**src/sv/iem_pkg.sv**
```systemverilog
// ----------------------------------------------------------------------------
// iem_pkg: shared types and constants for the image error metrics block
// Holds the sizing constants, the per-frame sums word, the back part state
// codes and the square-root lookup table.
// ----------------------------------------------------------------------------
package iem_pkg;

  localparam int COUNT_BITS     = 24;
  localparam int SQRT_FRAC_BITS = 16;

  localparam int CNT_W      = COUNT_BITS + 1;
  localparam int D_W        = COUNT_BITS + 2;
  localparam int ABS_W      = COUNT_BITS + 10;
  localparam int SQ_W       = COUNT_BITS + 18;
  localparam int SQRT_W     = SQRT_FRAC_BITS + 1;
  localparam int SQRT_SUM_W = COUNT_BITS + SQRT_FRAC_BITS + 3;
  localparam int DEN_W      = D_W + ((SQRT_FRAC_BITS > 16) ? SQRT_FRAC_BITS : 16);
  localparam int NUM_W      = SQ_W + 32;
  localparam int Q_W        = 64;

  localparam logic [14:0] PSNR_CAP        = 15'd30720;
  localparam logic [17:0] TEN_LOG10_2_Q16 = 18'd197283;

  // Sums of one frame, handed from the front part to the back part.
  typedef struct packed {
    logic [ABS_W-1:0]      abs_sum;
    logic [SQ_W-1:0]       sq_sum;
    logic [SQRT_SUM_W-1:0] sqrt_sum;
    logic [CNT_W-1:0]      count;
    logic                  ovf;
  } frame_sums_t;

  typedef enum logic [3:0] {
    ST_IDLE,
    ST_SCALE,
    ST_DIV_GO,
    ST_DIV_WAIT,
    ST_NORM,
    ST_LOG_MUL,
    ST_LOG_ADJ,
    ST_PSNR_MUL,
    ST_PSNR_CAP,
    ST_OUT
  } back_state_t;

  typedef enum logic [1:0] {
    OP_MAE,
    OP_MSE,
    OP_SQRT,
    OP_PSNR
  } div_op_t;

  typedef logic [SQRT_W-1:0] sqrt_lut_t [256];

  // sqrt(d/255) in Q1.SQRT_FRAC_BITS, rounded to nearest with ties up.
  function automatic sqrt_lut_t build_sqrt_lut();
    sqrt_lut_t       lut;
    longint unsigned t;
    longint unsigned r;
    longint unsigned c;
    for (int d = 0; d < 256; d++) begin
      t = longint'(d) << (2 * SQRT_FRAC_BITS);
      r = 0;
      for (int b = SQRT_FRAC_BITS; b >= 0; b--) begin
        c = r | (64'd1 << b);
        if (255 * c * c <= t) begin
          r = c;
        end
      end
      if (255 * (2 * r + 1) * (2 * r + 1) <= 4 * t) begin
        r = r + 1;
      end
      lut[d] = SQRT_W'(r);
    end
    return lut;
  endfunction

  localparam sqrt_lut_t SQRT_LUT = build_sqrt_lut();

endpackage

```
**src/sv/iem_div.sv**
```systemverilog
// ----------------------------------------------------------------------------
// iem_div: restoring divider
// One quotient bit a cycle; the quotient keeps its low 64 bits.
// ----------------------------------------------------------------------------
module iem_div import iem_pkg::*; (
  input  logic             clk,
  input  logic             rst_n,
  input  logic             start,
  input  logic [NUM_W-1:0] num,
  input  logic [DEN_W-1:0] den,
  output logic             busy,
  output logic             done,
  output logic [Q_W-1:0]   quot
);

  localparam int CW = $clog2(NUM_W + 1);

  logic [NUM_W-1:0] num_r;
  logic [DEN_W-1:0] den_r, rem_r;
  logic [Q_W-1:0]   q_r;
  logic [CW-1:0]    cnt_r;
  logic             busy_r, done_r;
  logic [DEN_W:0]   r_sh;
  logic             ge;

  assign busy = busy_r;
  assign done = done_r;
  assign quot = q_r;

  always_comb begin
    r_sh = {rem_r, num_r[NUM_W-1]};
    ge   = (r_sh >= {1'b0, den_r});
  end

  always_ff @(posedge clk) begin
    if (start) begin
      num_r <= num;
      den_r <= den;
      rem_r <= '0;
      q_r   <= '0;
    end else if (busy_r) begin
      num_r <= num_r << 1;
      rem_r <= ge ? DEN_W'(r_sh - {1'b0, den_r}) : DEN_W'(r_sh);
      q_r   <= {q_r[Q_W-2:0], ge};
    end
  end

  always_ff @(posedge clk) begin
    if (!rst_n) begin
      busy_r <= 1'b0;
      done_r <= 1'b0;
      cnt_r  <= '0;
    end else begin
      done_r <= 1'b0;
      if (start) begin
        busy_r <= 1'b1;
        cnt_r  <= '0;
      end else if (busy_r) begin
        cnt_r <= cnt_r + CW'(1);
        if (cnt_r == CW'(NUM_W - 1)) begin
          busy_r <= 1'b0;
          done_r <= 1'b1;
        end
      end
    end
  end

endmodule

```
**src/sv/iem_back.sv**
```systemverilog
// ----------------------------------------------------------------------------
// iem_back: frame result sequencer
// Pops frame sums, runs up to four divisions on the shared divider, takes
// the log for PSNR by repeated squaring and holds the result word.
// ----------------------------------------------------------------------------
module iem_back import iem_pkg::*; (
  input  logic        clk,
  input  logic        rst_n,
  input  logic        q_empty,
  input  frame_sums_t q_data,
  output logic        q_pop,
  output logic        out_valid,
  input  logic        out_ready,
  output logic [16:0] out_mean_abs_error,
  output logic [32:0] out_mean_sq_error,
  output logic [16:0] out_mean_sqrt_error,
  output logic [14:0] out_psnr_db,
  output logic [24:0] out_pixels_seen,
  output logic        out_count_overflow
);

  back_state_t state_r, state_nxt;
  div_op_t     op_r, op_nxt;
  frame_sums_t sums_r, sums_nxt;
  logic [DEN_W-1:0] den_mae_r, den_mae_nxt, den_mse_r, den_mse_nxt;
  logic [DEN_W-1:0] den_sqrt_r, den_sqrt_nxt;
  logic [16:0] mae_r, mae_nxt, sqrt_r, sqrt_nxt;
  logic [32:0] mse_r, mse_nxt;
  logic [14:0] psnr_r, psnr_nxt;
  logic [Q_W-1:0] qn_r, qn_nxt;
  logic [5:0]  sh_r, sh_nxt;
  logic [30:0] y_r, y_nxt;
  logic [61:0] prod_r, prod_nxt;
  logic [15:0] frac_r, frac_nxt;
  logic [3:0]  step_r, step_nxt;
  logic [39:0] pmul_r, pmul_nxt;
  logic [31:0] t_sq;
  logic [21:0] l_val;
  logic [15:0] p_val;

  logic             div_start, div_busy, div_done;
  logic [NUM_W-1:0] div_num;
  logic [DEN_W-1:0] div_den;
  logic [Q_W-1:0]   div_q;

  iem_div u_div (
    .clk   (clk),
    .rst_n (rst_n),
    .start (div_start),
    .num   (div_num),
    .den   (div_den),
    .busy  (div_busy),
    .done  (div_done),
    .quot  (div_q)
  );

  always_comb begin
    unique case (op_r)
      OP_MAE: begin
        div_num = NUM_W'(sums_r.abs_sum) << 16;
        div_den = den_mae_r;
      end
      OP_MSE: begin
        div_num = NUM_W'(sums_r.sq_sum) << 32;
        div_den = den_mse_r;
      end
      OP_SQRT: begin
        div_num = NUM_W'(sums_r.sqrt_sum) << 16;
        div_den = den_sqrt_r;
      end
      default: begin
        div_num = NUM_W'(den_mse_r) << 16;
        div_den = DEN_W'(sums_r.sq_sum);
      end
    endcase
  end

  always_comb begin
    state_nxt    = state_r;
    op_nxt       = op_r;
    sums_nxt     = sums_r;
    den_mae_nxt  = den_mae_r;
    den_mse_nxt  = den_mse_r;
    den_sqrt_nxt = den_sqrt_r;
    mae_nxt      = mae_r;
    mse_nxt      = mse_r;
    sqrt_nxt     = sqrt_r;
    psnr_nxt     = psnr_r;
    qn_nxt       = qn_r;
    sh_nxt       = sh_r;
    y_nxt        = y_r;
    prod_nxt     = prod_r;
    frac_nxt     = frac_r;
    step_nxt     = step_r;
    pmul_nxt     = pmul_r;
    q_pop        = 1'b0;
    div_start    = 1'b0;
    t_sq         = prod_r[61:30];
    l_val        = {6'd47 - sh_r, frac_r};
    p_val        = pmul_r[39:24];

    unique case (state_r)
      ST_IDLE: begin
        if (!q_empty) begin
          q_pop     = 1'b1;
          sums_nxt  = q_data;
          state_nxt = ST_SCALE;
        end
      end
      ST_SCALE: begin
        den_mae_nxt  = DEN_W'(sums_r.count) * DEN_W'(765);
        den_mse_nxt  = DEN_W'(sums_r.count) * DEN_W'(195075);
        den_sqrt_nxt = DEN_W'(DEN_W'(sums_r.count) * DEN_W'(3)) << SQRT_FRAC_BITS;
        op_nxt       = OP_MAE;
        state_nxt    = ST_DIV_GO;
      end
      ST_DIV_GO: begin
        if (op_r == OP_PSNR && sums_r.sq_sum == '0) begin
          psnr_nxt  = PSNR_CAP;
          state_nxt = ST_OUT;
        end else begin
          div_start = 1'b1;
          state_nxt = ST_DIV_WAIT;
        end
      end
      ST_DIV_WAIT: begin
        if (div_done) begin
          unique case (op_r)
            OP_MAE: begin
              mae_nxt   = div_q[16:0];
              op_nxt    = OP_MSE;
              state_nxt = ST_DIV_GO;
            end
            OP_MSE: begin
              mse_nxt   = div_q[32:0];
              op_nxt    = OP_SQRT;
              state_nxt = ST_DIV_GO;
            end
            OP_SQRT: begin
              sqrt_nxt  = div_q[16:0];
              op_nxt    = OP_PSNR;
              state_nxt = ST_DIV_GO;
            end
            default: begin
              if (div_q[Q_W-1:16] == '0) begin
                psnr_nxt  = '0;
                state_nxt = ST_OUT;
              end else begin
                qn_nxt    = div_q;
                sh_nxt    = '0;
                state_nxt = ST_NORM;
              end
            end
          endcase
        end
      end
      ST_NORM: begin
        if (qn_r[Q_W-1]) begin
          y_nxt     = qn_r[Q_W-1:Q_W-31];
          frac_nxt  = '0;
          step_nxt  = '0;
          state_nxt = ST_LOG_MUL;
        end else begin
          qn_nxt = qn_r << 1;
          sh_nxt = sh_r + 6'd1;
        end
      end
      ST_LOG_MUL: begin
        prod_nxt  = 62'(y_r) * 62'(y_r);
        state_nxt = ST_LOG_ADJ;
      end
      ST_LOG_ADJ: begin
        if (t_sq[31]) begin
          y_nxt    = t_sq[31:1];
          frac_nxt = {frac_r[14:0], 1'b1};
        end else begin
          y_nxt    = t_sq[30:0];
          frac_nxt = {frac_r[14:0], 1'b0};
        end
        if (step_r == 4'd15) begin
          state_nxt = ST_PSNR_MUL;
        end else begin
          step_nxt  = step_r + 4'd1;
          state_nxt = ST_LOG_MUL;
        end
      end
      ST_PSNR_MUL: begin
        pmul_nxt  = 40'(l_val) * 40'(TEN_LOG10_2_Q16);
        state_nxt = ST_PSNR_CAP;
      end
      ST_PSNR_CAP: begin
        psnr_nxt  = (p_val > 16'(PSNR_CAP)) ? PSNR_CAP : p_val[14:0];
        state_nxt = ST_OUT;
      end
      ST_OUT: begin
        if (out_ready) begin
          state_nxt = ST_IDLE;
        end
      end
      default: begin
        state_nxt = ST_IDLE;
      end
    endcase
  end

  always_ff @(posedge clk) begin
    if (!rst_n) begin
      state_r <= ST_IDLE;
      op_r    <= OP_MAE;
    end else begin
      state_r <= state_nxt;
      op_r    <= op_nxt;
    end
  end

  always_ff @(posedge clk) begin
    sums_r     <= sums_nxt;
    den_mae_r  <= den_mae_nxt;
    den_mse_r  <= den_mse_nxt;
    den_sqrt_r <= den_sqrt_nxt;
    mae_r      <= mae_nxt;
    mse_r      <= mse_nxt;
    sqrt_r     <= sqrt_nxt;
    psnr_r     <= psnr_nxt;
    qn_r       <= qn_nxt;
    sh_r       <= sh_nxt;
    y_r        <= y_nxt;
    prod_r     <= prod_nxt;
    frac_r     <= frac_nxt;
    step_r     <= step_nxt;
    pmul_r     <= pmul_nxt;
  end

  assign out_valid           = (state_r == ST_OUT);
  assign out_mean_abs_error  = mae_r;
  assign out_mean_sq_error   = mse_r;
  assign out_mean_sqrt_error = sqrt_r;
  assign out_psnr_db         = psnr_r;
  assign out_pixels_seen     = 25'(sums_r.count);
  assign out_count_overflow  = sums_r.ovf;

  a_psnr_capped: assert property (@(posedge clk) disable iff (!rst_n)
    out_valid |-> out_psnr_db <= PSNR_CAP)
    else $error("PSNR above cap");

  a_count_nonzero: assert property (@(posedge clk) disable iff (!rst_n)
    out_valid |-> out_pixels_seen != '0)
    else $error("result for an empty frame");

  a_div_idle_start: assert property (@(posedge clk) disable iff (!rst_n)
    div_start |-> !div_busy)
    else $error("divider started while busy");

  a_mae_range: assert property (@(posedge clk) disable iff (!rst_n)
    out_valid |-> out_mean_abs_error <= 17'h10000)
    else $error("MAE out of range");

endmodule

```
**config.mk**
```make
export PLATFORM = sky130hd
export DESIGN_NAME = iem_back
export DESIGN_NICKNAME = d
export VERILOG_FILES = /design/src/sv/iem_pkg.sv /design/src/sv/iem_div.sv /design/src/sv/iem_back.sv
export SDC_FILE = /design/constraint.sdc
export NUM_CORES = 2
export LEC_CHECK = 0
export ABC_AREA = 1
export BUFFER_PORTS_ARGS = -buffer_cell sky130_fd_sc_hd__clkbuf_2
export CAP_MARGIN = 20
export CORE_ASPECT_RATIO = 1.1
export CORE_MARGIN = 10
export CORE_UTILIZATION = 55
export CTS_BUF_LIST = sky130_fd_sc_hd__clkbuf_8 sky130_fd_sc_hd__clkbuf_16
export CTS_CLUSTER_SIZE = 40
export DETAILED_ROUTE_END_ITERATION = 8
export PLACE_DENSITY = 0.72
export SLEW_MARGIN = 20
export SYNTH_ARGS = -nofsm -noshare
export SYNTH_HDL_FRONTEND = slang
export SYNTH_SLANG_ARGS = --single-unit
```
**constraint.sdc**
```tcl
create_clock -name clk -period 10.58 [get_ports clk]
set_input_delay 0.529 -clock clk [delete_from_list [all_inputs] [get_ports clk]]
set_output_delay 0.529 -clock clk [all_outputs]
set_load 0.01 [all_outputs]
```
==> flow_metrics.tcl <==
set metrics [dict create \
    synth_edf_count 595 \
    cts_buffers 81 \
    num_io_pins 259 \
    period_needed_ps 7547 \
    post-route-period-util_pct 71.33 \
    grt_setup_unrepaired "no" \
    rr_worst_depth 23 \
    setup.worst_path.start_class "flip-flop" \
    worst_ep_arrival_time_ps 7950 \
    crit-reg2reg-launch "y_r[5]" \
    timing.fmax_ghz 0.1325 \
    tightestPinTransition_ps 1058 \
    synth-main-ff-cell "edfxtp_1" \
    wl_um 220700 \
    core_um2 141900 \
    crit_required_ps 10990 \
    synth_area_um2 78460 \
    first_pass_iters 6 \
    antenna_found_initial 3 \
    layout.cell_area.non_filler_um2 84970 \
    synth_area_leaders "fa_1, edfxtp_1, ha_1" \
    syn_nets 10700 \
    filler_cell_count 12270 \
    nets 10940 \
    yosysTopAreaCell "fa_1" \
    grt_pass1_wl_um 349300 \
    path_class "reg2reg" \
    cts_tree "done" \
    setup_ws_ps 3033 \
    p_leak_nw 43.36 \
    worstReg2RegEnd "prod_r[46]" \
    ir_drop_uv 470.3 \
    setup_tns_ps 0 \
    slew_headroom_pct 29.48 \
    cts_setup_buffers 0 \
    synth_most_common_cell "inv_1" \
    ys_warn_count 0 \
    dieArea_um2 158200 \
    async_reset_ff_share_pct 0 \
    slew_violations 0 \
    synth_common_cells "inv_1, nand2_1, fa_1, ha_1, edfxtp_1" \
    vias 59210 \
    start_util_pct 55.30 \
    grt_util_all_layers_pct 27.97 \
    insertion_delay_ps 680 \
    min-delay-start "q_data[40]" \
    portBuffers 258 \
    fp.dieH_um 416.1 \
    cts.clk_slew.worst_paths_ps 60 \
    drive_gt1_share_pct 6.513 \
    powerDensity_nw_per_um2 298.6 \
    setup_violations 0 \
    clock_skew_ps 36.08 \
    min_to "sums_r[40]" \
    wl_per_cell_um 20.15 \
    synth_top_area_share_pct 27.53 \
    postRouteAntennaNets 0 \
    place.gp.congestion 1.000 \
    place_area_um2 81550 \
    r2r_slack_ps 3030 \
    grt_max_degree 123 \
    rows 145 \
    placedCellCount 10740 \
    netlist_instances 8737 \
    layout.cells.non_filler 10960 \
    status "completed" \
    fin_util_pct 59.89 \
    syn_area_per_cell_um2 8.980 \
    clock-sinks 716 \
    ys_seq_elements 716 \
    ff_latch_area_um2 20290 \
    place.detailed.hpwl_um 180400 \
    drv_cap 0 \
    cp_max_fo 19 \
    dp_slack_ps 3134 \
    ys_types 56 \
    cts_max_path_buffers 3 \
    multi_input_area_um2 48660 \
    grt-ovfl-total 0 \
    finalHoldViolCount 0 \
    seq_area_frac_synth_pct 25.86 \
    hold_class "in2reg" \
    viasPerCell 5.403 \
    syn2layout_area_growth_pct 8.299 \
    remaining_drc_errors 0 \
    die_w_um 380.1 \
    cp-end-kind "flip-flop" \
    cts_root_buf "clkbuf_16" \
    dr.first_iter.drc_count 4626 \
    grt_pass1_vias 62920 \
    hold_depth 1 \
    htree_levels 3 \
]
logic make-up after synthesis:
kind of cell | after synthesis | synth area share [%]
AOI/OAI and AO/OA | 891 | 6.937
xor gates and xnor gates | 160 | 1.786
adders and majority gates | 1811 | 39.21
buffers and inverters | 2484 | 12.25
DFF | 716 | 25.86
and+or+nand+nor | 2675 | 13.96
worst max path at each step:
stage,start,end
after floorplan,state_r[0],out_count_overflow
final,y_r[5],prod_r[46]
after global routing,y_r[5],prod_r[35]
after global placement,y_r[7],prod_r[46]
after CTS,y_r[7],prod_r[46]
after detailed placement,y_r[5],prod_r[46]
stage by stage:
stage / hold slack, ps / total power (W)
floorplan: 408.2 / 0.01633
global placement: 413.1 / 0.02203
detailed placement: 415.7 / 0.02211
CTS: 0.2613 / 0.02505
global route: 17.38 / 0.02721
finish: 34.49 / 0.02537
routing by layer:
layer	vias to the layer above	wire (µm)	global-route usage, %
met1	29350	89800	35.95
li1	27430	-	-
met2	2001	110200	48.89
met4	0	8222	9.606
met5	-	0	0
met3	427	12520	3.212
area by class of cell:
type                       count  share of cell area, %
clock buffer                  95                  2.652
tap                         1911                  2.814
sequential                   716                  23.88
clock inverter                50                 0.4388
timing repair buffer         397                  3.010
antenna                        2               0.005890
inverter                    2249                  9.935
multi-input combinational   5537                  57.26
critical path: stages, from the launching register on:
cell and delay [ps]:
edfxtp_1 700, buf_4 400, nand2_1 160, fa_1 560, inv_1 60, fa_1 470, fa_1 510, inv_1 50
fa_1 470, inv_1 50, fa_1 480, fa_1 570, fa_1 430, fa_1 450, ha_1 410, nand2_1 180
nor2_1 80, nor2_1 80, inv_1 80, a21oi_1 420, inv_1 90, a21oi_1 250, nand3_1 140, xor2_1 170
cell usage in the layout (no fill, tap or decap), types with 64 or more instances in the layout:
cell type / synthesis / layout
a21oi_1: 305 / 305
buf_4: 39 / 64
clkbuf_16: 0 / 84
clkbuf_2: 1 / 258
dfxtp_1: 121 / 120
dlygate4sd3_1: 0 / 73
edfxtp_1: 595 / 595
fa_1: 1079 / 1079
ha_1: 732 / 731
inv_1: 2234 / 2247
nand2_1: 1751 / 1750
nand3_1: 202 / 202
nand4_1: 87 / 87
nor2_1: 492 / 486
o21ai_0: 251 / 251
xor2_1: 118 / 118
report_power, final:
group,switching (W),internal (W),total (W)
Sequential,0.000346,0.00446,0.00481
Combinational,0.0118,0.00594,0.0178
Clock,0.00122,0.00158,0.00280
Total,0.0134,0.0120,0.0254
registers in the layout (all words and copies together), names as in the netlist, 31 cells and up:
register and count:
sums_r 119, qn_r 64, u_div.quot 64, u_div.num_r 58, den_mse_r 42, u_div.den_r 42, u_div.rem_r 42, den_mae_r 34
out_mean_sq_error 33, prod_r 32, y_r 31
what timing repair did:
item / 4_1_cts / 5_1_grt
hold endpoints to repair: 73 / 0
hold buffers: 73 / 0
gates resized for setup: 0 / 0
Power figures use the tool's default switching activity.
