### src/sv/iem_pkg.sv
// ----------------------------------------------------------------------------
// iem_pkg: shared types and constants for the image error metrics block
// Holds the sizing constants, the per-frame sums word, the back part state
// codes and the square-root lookup table.
// ----------------------------------------------------------------------------
package iem_pkg;

  localparam int COUNT_BITS     = 24;
  localparam int SQRT_FRAC_BITS = 16;

  localparam int CNT_W      = COUNT_BITS + 1;
  localparam int D_W        = COUNT_BITS + 2;
  localparam int ABS_W      = COUNT_BITS + 10;
  localparam int SQ_W       = COUNT_BITS + 18;
  localparam int SQRT_W     = SQRT_FRAC_BITS + 1;
  localparam int SQRT_SUM_W = COUNT_BITS + SQRT_FRAC_BITS + 3;
  localparam int DEN_W      = D_W + ((SQRT_FRAC_BITS > 16) ? SQRT_FRAC_BITS : 16);
  localparam int NUM_W      = SQ_W + 32;
  localparam int Q_W        = 64;

  localparam logic [14:0] PSNR_CAP        = 15'd30720;
  localparam logic [17:0] TEN_LOG10_2_Q16 = 18'd197283;

  // Sums of one frame, handed from the front part to the back part.
  typedef struct packed {
    logic [ABS_W-1:0]      abs_sum;
    logic [SQ_W-1:0]       sq_sum;
    logic [SQRT_SUM_W-1:0] sqrt_sum;
    logic [CNT_W-1:0]      count;
    logic                  ovf;
  } frame_sums_t;

  typedef enum logic [3:0] {
    ST_IDLE,
    ST_SCALE,
    ST_DIV_GO,
    ST_DIV_WAIT,
    ST_NORM,
    ST_LOG_MUL,
    ST_LOG_ADJ,
    ST_PSNR_MUL,
    ST_PSNR_CAP,
    ST_OUT
  } back_state_t;

  typedef enum logic [1:0] {
    OP_MAE,
    OP_MSE,
    OP_SQRT,
    OP_PSNR
  } div_op_t;

  typedef logic [SQRT_W-1:0] sqrt_lut_t [256];

  // sqrt(d/255) in Q1.SQRT_FRAC_BITS, rounded to nearest with ties up.
  function automatic sqrt_lut_t build_sqrt_lut();
    sqrt_lut_t       lut;
    longint unsigned t;
    longint unsigned r;
    longint unsigned c;
    for (int d = 0; d < 256; d++) begin
      t = longint'(d) << (2 * SQRT_FRAC_BITS);
      r = 0;
      for (int b = SQRT_FRAC_BITS; b >= 0; b--) begin
        c = r | (64'd1 << b);
        if (255 * c * c <= t) begin
          r = c;
        end
      end
      if (255 * (2 * r + 1) * (2 * r + 1) <= 4 * t) begin
        r = r + 1;
      end
      lut[d] = SQRT_W'(r);
    end
    return lut;
  endfunction

  localparam sqrt_lut_t SQRT_LUT = build_sqrt_lut();

endpackage

### src/sv/iem_fifo.sv
// ----------------------------------------------------------------------------
// iem_fifo: two-entry queue of frame sums
// Lets the accumulator keep taking pixels while the back part is busy.
// ----------------------------------------------------------------------------
module iem_fifo import iem_pkg::*; (
  input  logic        clk,
  input  logic        rst_n,
  input  logic        push,
  input  frame_sums_t push_data,
  input  logic        pop,
  output frame_sums_t pop_data,
  output logic        full,
  output logic        empty
);

  frame_sums_t regs_r [2];
  logic        wr_ptr_r, rd_ptr_r;
  logic [1:0]  cnt_r;

  assign full     = (cnt_r == 2'd2);
  assign empty    = (cnt_r == 2'd0);
  assign pop_data = regs_r[rd_ptr_r];

  always_ff @(posedge clk) begin
    if (push) begin
      regs_r[wr_ptr_r] <= push_data;
    end
  end

  always_ff @(posedge clk) begin
    if (!rst_n) begin
      wr_ptr_r <= 1'b0;
      rd_ptr_r <= 1'b0;
      cnt_r    <= 2'd0;
    end else begin
      if (push) begin
        wr_ptr_r <= !wr_ptr_r;
      end
      if (pop) begin
        rd_ptr_r <= !rd_ptr_r;
      end
      cnt_r <= cnt_r + 2'(push) - 2'(pop);
    end
  end

endmodule

### config.mk
export PLATFORM = sky130hd
export DESIGN_NAME = iem_fifo
export DESIGN_NICKNAME = d
export VERILOG_FILES = /design/src/sv/iem_pkg.sv /design/src/sv/iem_fifo.sv
export SDC_FILE = /design/constraint.sdc
export NUM_CORES = 1
export LEC_CHECK = 0
export ABC_CLOCK_PERIOD_IN_PS = 8900
export BUFFER_PORTS_ARGS = -buffer_cell sky130_fd_sc_hd__buf_2
export CORE_AREA = 4 4 170 172
export CTS_BUF_LIST = sky130_fd_sc_hd__clkbuf_16
export CTS_CLUSTER_SIZE = 40
export DETAILED_ROUTE_END_ITERATION = 10
export DIE_AREA = 0 0 174 176
export PLACE_DENSITY = 0.62
export SLEW_MARGIN = 20
export SYNTH_ARGS = -nofsm -noshare
export SYNTH_HDL_FRONTEND = slang
export SYNTH_SLANG_ARGS = --single-unit
### constraint.sdc
create_clock -name clk -period 8.9 [get_ports clk]
set_input_delay 1.335 -clock clk [delete_from_list [all_inputs] [get_ports clk]]
set_output_delay 1.335 -clock clk [all_outputs]
set_load 0.02 [all_outputs]
==> metrics.cfg, run 1 <==
[placed_design]
place_hpwl_um=13600
place.gp.congestion=0.670
place_ws_ns=5.10
io_buffers=295
dpl_cell_area_um2=12700

[global_routing]
busiest_layer=met2
grt_max_degree=76
gr-usage-met2_pct=21.2
grt_use_met1_pct=16.7
grt_pass1_vias=5615
grt_use_total_pct=12.9
grtUsageMet3_pct=4.71
antenna_found_initial=0
grt-ovfl-total=0
grt_pass1_wl_um=31400

[clock_network]
clk_pin_slew_ns=0.06
clk_latency_ns=0.54
cts_made_buffers=30
cts_tree=yes
cts_max_level=1
cts_resized=0
root_buffer=clkbuf_16
postCtsSetupBuffers=0
clock_path_buffers=3
clock-sinks=295
cts_hold_buf=0

[power_and_ir_drop]
swShare_pct=22.9
p_clk_share_pct=36.0
combPwrFrac_pct=12.0
p_switching_mw=0.717
leakage_nw=5.22
power_density_nw_per_um2=230
internal-power_mw=2.42
seqPwrFrac_pct=52.0
peakVddDrop_mv=0.172

[logic_synthesis]
mappedNetlistArea_um2=10900
synth_seq_cells=295
netlist_instances=472
synthTopCellsByArea=edfxtp_1 80%, mux2_2 9.8%, mux2_4 6.9%, dfxtp_1 0.92%, buf_6 0.72%
syn_avg_cell_area_um2=23.0
synth_sequential_area_ratio_pct=81.0
synth_top_area_share_pct=80.1
synth.distinct_cells=14
syn-num-nets=623
yosys_warnings=0
yosysTopAreaCell=edfxtp_1

[floorplanning]
die_y_um=176
die-area_um2=30600
fp.coreArea_um2=27500
ios=296
placementRows=61
die_w_um=174
initial_core_util_pct=39.6

[timing]
max_freq_ghz=0.252
hold_viol=0
clock_skew_ns=0.0127
slew_headroom_pct=29.5
tightest_slew_ns=1.06
fin_hold_ws_ns=0.573
min_period_ns=3.97
rsz0062_at_grt=no
layout_setup_ws_ns=4.93
setup_viol=0
fin_tns_setup_ns=0
final_max_slew_viol_count=0
fin_crit_sh_pct=44.6

[layout]
postLayoutCoreUtil_pct=49.5
drive_gt1_share_pct=59.6
area_growth_pct=25.1
nets=939
mostFrequentLayoutCell=buf_2
fin_area_um2=13600
layout_common_cells=295 x buf_2, 290 x edfxtp_1, 95 x mux2_2

[worst_setup_path]
r2r-start=wr_ptr_r$_SDFFE_PN0P_
worstSetupStartpointType=register
required_ns=7.57
path_class=reg2out
crit_slowest_cell=buf_4
crit_chain=buf_4, mux2_2, buf_2
critical_path.max_stage_delay_ns=0.78
path_max_fanout=66
end_kind=output port
crit_arrival_ns=2.63

[routing]
ant_nets=0
drc=0
avgViaCountPerCell=4.66
drt_first_pass_iters=7
vias=5382
drt-initial-drc-count=311
post_drt_wl_per_cell_um=18.0
totalWireLength_um=20800

[min_path]
hp-start=rd_ptr_r$_SDFFE_PN0P_
hold_class=reg2reg

[job]
max_cap_viol_count=0

[outcome]
status=completed

[critical path, delay by kind of cell, from the launching register on]
family | cells | cell delay [ns]
flops | 1 | 0.63
buf+inv | 2 | 0.94
mux | 1 | 0.42
[flip-flops by register name (all words and copies together) (netlist names), named ones only]
name	flops
cnt_r	2
wr_ptr_r	1
regs_r	290
rd_ptr_r	1
[metal layers]
| metal | vias to the layer above | routed length, um |
|---|---|---|
| li1 | 2510 | - |
| met1 | 2634 | 8490 |
| met2 | 210 | 10000 |
| met3 | 28 | 1920 |
| met4 | 0 | 395 |
| met5 | - | 0 |
[worst paths after layout]
check	slack [ns]	depth (start not counted)	endpoint
worst max-delay path	4.93	3	pop_data[17]
worst min-delay path	0.57	2	register
worst max register to register	6.27	2	regs_r[1][121]$_DFFE_PP_
worst min register to register	0.57	2	register
[synthesized netlist by cell type]
cell type	count
nor2b_1	4
mux2_2	95
xor2_1	1
edfxtp_1	290
dfxtp_1	5
and2_1	4
inv_1	2
buf_6	7
o21a_1	1
buf_2	9
nor2_1	1
ha_1	2
mux2_4	50
xnor3_1	1
[power groups by stage]
stage,combinational [mW],sequential (mW),clock (mW)
2_1_floorplan,0.255,1.66,0
3_3_place_gp,0.383,1.66,0
3_5_place_dp,0.385,1.66,0
4_1_cts,0.386,1.63,1.16
5_1_grt,0.405,1.64,1.23
6_report,0.378,1.63,1.13
[stage by stage]
stage / total power, mW / std cells
finish: 3.14 / 1156
global route: 3.27 / 1155
CTS: 3.18 / 1155
detailed placement: 2.05 / 1102
global placement: 2.04 / 1102
floorplan: 1.92 / 472
[cell families (layout without fill, tap and decap cells)]
group | after synthesis | count (layout) | synth area share [%]
buffers and inverters | 18 | 355 | 1.21
flip-flops | 295 | 295 | 81.0
other | 0 | 1 | 0
XOR/XNOR | 2 | 2 | 0.288
AO/OA/AOI/OAI | 1 | 1 | 0.0690
AND/OR/NAND/NOR | 9 | 9 | 0.494
adder cells (fa/ha/maj) | 2 | 2 | 0.230
multiplexers | 145 | 145 | 16.7
[area by class of cell]
class                           count  area [um2]
Inverter                            2        7.51
Multi-Input combinational cell    159        1950
Timing Repair Buffer              300        1510
Antenna cell                        1        2.50
Sequential cell                   295        8810
Fill cell                        2339       13900
Clock buffer                       31         776
Clock inverter                     22         115
Tap cell                          346         433
Power figures use the tool's default switching activity.
==> run 2, diff against run 1 <==
Settings changed: ABC_CLOCK_PERIOD_IN_PS 8900 to 3550, PLACE_DENSITY 0.62 to 0.65.
Clock period 8.9 ns to 3.55 ns, I/O delays scaled along.
==> metrics.cfg, run 2 (synthesized netlist as in run 1, its figures left out) <==
[clock_network]
cts_tree=yes  ; unchanged
root_buffer=clkbuf_16  ; unchanged
cts_resized=0  ; unchanged
cts_hold_buf=0  ; unchanged
clk_latency_ns=0.53  ; was 0.54 ns
cts_made_buffers=30  ; unchanged
cts_max_level=1  ; unchanged
clock-sinks=295  ; unchanged
postCtsSetupBuffers=0  ; unchanged
clk_pin_slew_ns=0.06  ; about the same
clock_path_buffers=3  ; unchanged

[timing]
slew_headroom_pct=54.4  ; was 29.5%
fin_crit_sh_pct=76.5
layout_setup_ws_ns=0.835  ; was 4.93 ns
tightest_slew_ns=0.684  ; was 1.06 ns
fin_tns_setup_ns=0  ; unchanged
min_period_ns=2.72
setup_viol=0  ; unchanged
rsz0062_at_grt=no  ; unchanged
clock_skew_ns=0.00817  ; was 0.0127 ns
max_freq_ghz=0.368
hold_viol=0  ; unchanged
final_max_slew_viol_count=0  ; unchanged

[worst_setup_path]
path_max_fanout=69  ; was 66
worstReg2RegEnd=regs_r[1][0]$_DFFE_PP_  ; was regs_r[1][121]$_DFFE_PP_
crit_arrival_ns=2.18  ; was 2.63 ns
crit_slowest_cell=dfxtp_4  ; was buf_4
required_ns=3.02  ; was 7.57 ns
worstSetupStartpointType=register  ; unchanged
crit_chain=buf_12, mux2_2, buf_2  ; was buf_4, mux2_2, buf_2
end_kind=output port  ; unchanged
rr_worst_depth=2  ; unchanged
critical_path.max_stage_delay_ns=0.59  ; was 0.78 ns
r2r-start=wr_ptr_r$_SDFFE_PN0P_  ; unchanged
path_class=reg2out  ; unchanged
regToRegSetupSlack_ns=1.72  ; was 6.27 ns

[layout]
postLayoutCoreUtil_pct=50.2  ; was 49.5%
regArea_um2=8810  ; unchanged
largest_reg_flops=290  ; unchanged
area_growth_pct=26.8  ; was 25.1%
mostFrequentLayoutCell=buf_2  ; unchanged
fin_area_um2=13800  ; was 13,600 um2
drive_gt1_share_pct=61.3  ; was 59.6%
layout_common_cells=295 x buf_2, 290 x edfxtp_1, 95 x mux2_2  ; unchanged
fill_cells=2315  ; was 2,339
multi_input_area_um2=1950  ; unchanged
largest_register=regs_r  ; unchanged
nets=941  ; was 939
reg_top3=regs_r x290, cnt_r x2  ; unchanged
final_cells=1164  ; was 1,156

[floorplanning]
placementRows=61  ; unchanged
die-area_um2=30600  ; unchanged
die_y_um=176  ; unchanged
ios=296  ; unchanged
initial_core_util_pct=39.6  ; unchanged
fp.coreArea_um2=27500  ; unchanged
die_w_um=174  ; unchanged

[global_routing]
antenna_found_initial=7  ; was 0
grt_pass1_wl_um=32600  ; was 31,400 um
grt-ovfl-total=0  ; unchanged
grt_max_degree=98  ; was 76
grt_pass1_vias=5738  ; was 5,615
grt_use_total_pct=13.5  ; was 12.9%

[placed_design]
io_buffers=295  ; unchanged
dpl_cell_area_um2=12800  ; was 12,700 um2
dp_cells=1104  ; was 1,102
place_ws_ns=1.37  ; was 5.10 ns
place_hpwl_um=14400  ; was 13,600 um
place.gp.congestion=0.762  ; was 0.670

[min_path]
hold_class=in2reg  ; was reg2reg
hp-start=push_data[64]  ; was rd_ptr_r$_SDFFE_PN0P_
min_path_cells=1  ; was 2
min_to=regs_r[1][64]$_DFFE_PP_

[power_and_ir_drop]
power_density_nw_per_um2=592  ; was 230 nW/um2
peakVddDrop_mv=0.595  ; was 0.172 mV
leakage_nw=5.27  ; was 5.22 nW

[routing]
drc=0  ; unchanged
totalWireLength_um=21700  ; was 20,800 um
vias=5407  ; was 5,382
drt-initial-drc-count=328  ; was 311
post_drt_wl_per_cell_um=18.7  ; was 18.0 um
avgViaCountPerCell=4.65  ; was 4.66
ant_nets=0  ; unchanged
drt_first_pass_iters=4  ; was 7

[outcome]
status=completed  ; unchanged

[job]
max_cap_viol_count=0  ; unchanged

## run 2: cell count changes in the layout (fill, tap and decap cells not counted), sizes merged
cell / before / now
buf: 300 / 302
clkinvlp: 0 / 3
clkinv: 11 / 17
diode: 1 / 4
inv: 12 / 3
bufinv: 1 / 4
## run 2: worst max-delay path by stage
stage                        start  cells past startpoint                      end  slack, ns
final                     register                      3              pop_data[0]       0.83
after detailed placement  register                      3              pop_data[0]       1.37
after global routing      register                      3             pop_data[92]       0.73
after global placement        push                      3  regs_r[1][99]$_DFFE_PP_       1.38
after CTS                 register                      3              pop_data[0]       0.78
after floorplan               push                      1   regs_r[0][0]$_DFFE_PP_       0.40
## run 2: routing by layer
| layer | GRT usage [%] | wire length, um | vias to the layer above |
|---|---|---|---|
| met5 | 0 | 54 | - |
| met2 | 22.9 | 10600 | 222 |
| li1 | - | - | 2522 |
| met4 | 3.99 | 550 | 8 |
| met1 | 16.8 | 8740 | 2605 |
| met3 | 4.52 | 1800 | 50 |
## run 2: final cells by class
class | count | area share [%]
Inverter | 2 | 0.0544
Tap cell | 346 | 3.14
Clock inverter | 25 | 1.68
Antenna cell | 4 | 0.0725
Multi-Input combinational cell | 159 | 14.1
Clock buffer | 31 | 5.62
Sequential cell | 295 | 63.9
Timing Repair Buffer | 302 | 11.4
## run 2: worst max-delay path: cells and delay by family (launching register included)
kind | cells | cell delay, ns
DFF | 1 | 0.59
buffers and inverters | 2 | 0.57
muxes | 1 | 0.40
## run 2: power breakdown
group,switching (mW),internal [mW]
sequential,0.0542,4.03
clock,1.26,1.87
combinational,0.544,0.412
total,1.86,6.32
## run 2: stage by stage
| step | power [mW] | hold slack, ns |
|---|---|---|
| after floorplan | 4.78 | 0.555 |
| after global placement | 5.12 | 0.563 |
| after detailed placement | 5.13 | 0.561 |
| after CTS | 8.30 | 0.147 |
| after global routing | 8.51 | 0.143 |
| final | 8.17 | 0.181 |
==> run 3, diff against run 2 <==
Settings changed: ABC_AREA from default to 1, ABC_CLOCK_PERIOD_IN_PS 3550 to 2500, PLACE_DENSITY 0.65 to 0.62.
Clock period 3.55 ns to 2.5 ns, I/O delays scaled along.
==> metrics.cfg, run 3 <==
[global_routing]
grt_pass1_wl_um=33500  ; was 32,600 um
grt_pass1_vias=6160  ; was 5,738
grt_use_total_pct=13.7  ; was 13.5%
grt-ovfl-total=0  ; unchanged
antenna_found_initial=1  ; was 7
grt_max_degree=80  ; was 98

[min_path]
min_path_cells=1  ; unchanged
hold_class=in2reg  ; unchanged

[layout]
mostFrequentLayoutCell=buf_2  ; unchanged
fill_cells=2242  ; was 2,315
nets=1036  ; was 941
largest_reg_flops=290  ; unchanged
area_growth_pct=34.1  ; was 26.8%
drive_gt1_share_pct=54.2  ; was 61.3%
layout_common_cells=295 x buf_2, 290 x edfxtp_1, 95 x mux2_2  ; unchanged
largest_register=regs_r  ; unchanged
reg_top3=regs_r x290, cnt_r x2  ; unchanged
antennaDiodeCount=0  ; was 4

[timing]
clock_skew_ns=0.0116  ; was 0.00817 ns
rsz0062_at_grt=no  ; unchanged
min_period_ns=2.30
final_max_slew_viol_count=0  ; unchanged
hold_viol=0  ; unchanged
max_freq_ghz=0.435
setup_viol=0  ; unchanged
tightest_slew_ns=0.504  ; was 0.684 ns
fin_hold_ws_ns=0.0313  ; was 0.181 ns
slew_headroom_pct=66.4  ; was 54.4%
fin_crit_sh_pct=92.0

[floorplanning]
die_w_um=174  ; unchanged
die_y_um=176  ; unchanged
placementRows=61  ; unchanged
ios=296  ; unchanged
initial_core_util_pct=39.6  ; unchanged
die-area_um2=30600  ; unchanged
fp.coreArea_um2=27500  ; unchanged

[logic_synthesis]
mappedNetlistArea_um2=10900  ; unchanged
synth_mux_area_share_pct=16.7  ; unchanged
yosysTopAreaCell=edfxtp_1  ; unchanged
syn-num-nets=635  ; was 623
synth_xor_area_share_pct=0  ; was 0.288%
synth_fa_ha_area_share_pct=0.230  ; unchanged
synth_sequential_area_ratio_pct=81.0  ; unchanged
syn_avg_cell_area_um2=22.5  ; was 23.0 um2
synth_seq_cells=295  ; unchanged
async_flop_share_pct=0  ; unchanged
synth_simple_gate_area_share_pct=0.633  ; was 0.495%
synth_compound_area_share_pct=0.0460  ; was 0.0690%
netlist_top_cells_count=290 x edfxtp_1, 95 x mux2_2, 50 x mux2_4  ; unchanged
synth.distinct_cells=12  ; was 14
yosysMostFrequentCell=edfxtp_1  ; unchanged
synth_top_area_share_pct=80.1  ; unchanged
netlist_instances=484  ; was 472
synth-edff-count=290  ; unchanged
yosys_warnings=0  ; unchanged
synth_top_family_by_area=multiplexers  ; unchanged
yosys_most_used_dff=edfxtp_1  ; unchanged
synthTopCellsByArea=edfxtp_1 80%, mux2_2 9.8%, mux2_4 6.9%, dfxtp_1 0.92%, buf_6 0.72%  ; unchanged

[job]
max_cap_viol_count=0  ; unchanged

[worst_setup_path]
rr_worst_depth=3  ; was 2
worstSetupStartpointType=register  ; unchanged
path_max_fanout=72  ; was 69
end_kind=output port  ; unchanged
crit_arrival_ns=1.92  ; was 2.18 ns
path_class=reg2out  ; unchanged
required_ns=2.12  ; was 3.02 ns

[routing]
drt-initial-drc-count=281  ; was 328
drc=0  ; unchanged
totalWireLength_um=21900  ; was 21,700 um
drt_first_pass_iters=4  ; unchanged
avgViaCountPerCell=4.63  ; was 4.65
vias=5807  ; was 5,407
post_drt_wl_per_cell_um=17.4  ; was 18.7 um
ant_nets=0  ; unchanged

[clock_network]
clock-sinks=295  ; unchanged
clock_path_buffers=3  ; unchanged
clk_latency_ns=0.54  ; was 0.53 ns
root_buffer=clkbuf_16  ; unchanged
clk_pin_slew_ns=0.06  ; about the same
cts_tree=yes  ; unchanged
cts_resized=0  ; unchanged
cts_max_level=1  ; unchanged
cts_made_buffers=30  ; unchanged

[power_and_ir_drop]
leakage_nw=5.66  ; was 5.27 nW
power_density_nw_per_um2=772  ; was 592 nW/um2
finalPower_mw=11.3  ; was 8.17 mW
peakVddDrop_mv=0.461  ; was 0.595 mV

[outcome]
status=completed  ; unchanged

[placed_design]
place.gp.congestion=0.710  ; was 0.762
io_buffers=295  ; unchanged
place_hpwl_um=14000  ; was 14,400 um

==> run 3: logic make-up (layout without fill, tap and decap cells) <==
family	Yosys count	after routing
flip-flops	295	295
multiplexers	145	145
buffers and inverters	23	448
AND/OR/NAND/NOR	18	18
adder cells (fa/ha/maj)	2	2
AO/OA/AOI/OAI	1	1
==> run 3: repair_timing <==
item / 4_1_cts / 5_1_grt
endpoints found under the setup margin: 0 / 0
hold buffers: 80 / 0
endpoints found under the hold margin: 153 / 0
setup buffers: 0 / 0
==> run 3: worst max-delay path: stages, from the launching register on <==
cell     delay, ns
dfxtp_4       0.37
buf_12        0.38
mux2_2        0.40
buf_2         0.16
==> run 3: layer usage <==
metal  global-route usage, %  share of wire, %  wire (um)
met1                    17.7                42       9130
met3                    3.64               7.6       1660
met2                    23.1                48      10600
met4                    4.03               2.3        499
met5                       0             0.055         12
==> run 3: path summary, 6_finish.rpt <==
path	start	end	slack, ns
max reg2reg	wr_ptr_r$_SDFFE_PN0P_	regs_r[1][129]$_DFFE_PP_	1.07
max	register	pop_data[3]	0.20
min	push_data[22]	regs_r[1][22]$_DFFE_PP_	0.03
min reg2reg	rd_ptr_r$_SDFFE_PN0P_	register	0.51
==> run 3: power breakdown <==
group	switching, mW	internal, mW	total [mW]
Sequential	0.0605	5.73	5.79
Combinational	0.744	0.597	1.34
Clock	1.71	2.42	4.13
Total	2.52	8.75	11.3
==> run 3: cell type report <==
type                       instances  area [um2]  share of cell area (%)
inverter                           7        42.5                   0.292
clock inverter                    25         151                    1.04
multi-input combinational        166        1940                    13.3
clock buffer                      31         776                    5.32
timing repair buffer             385        2430                    16.6
sequential                       295        8810                    60.4
tap                              346         433                    2.97
==> run 3: through the flow <==
step                std cells  TNS, ns  cell area, um2  utilization, %  worst slack [ns]
floorplan                 484  -130.40           10900               -            -0.451
global placement         1119        0           12900            46.8             0.762
detailed placement       1119        0           12900            46.8             0.761
CTS                      1255        0           14600            53.1             0.163
global route             1255        0           14600            53.1             0.125
finish                   1255        0           14600            53.1             0.201
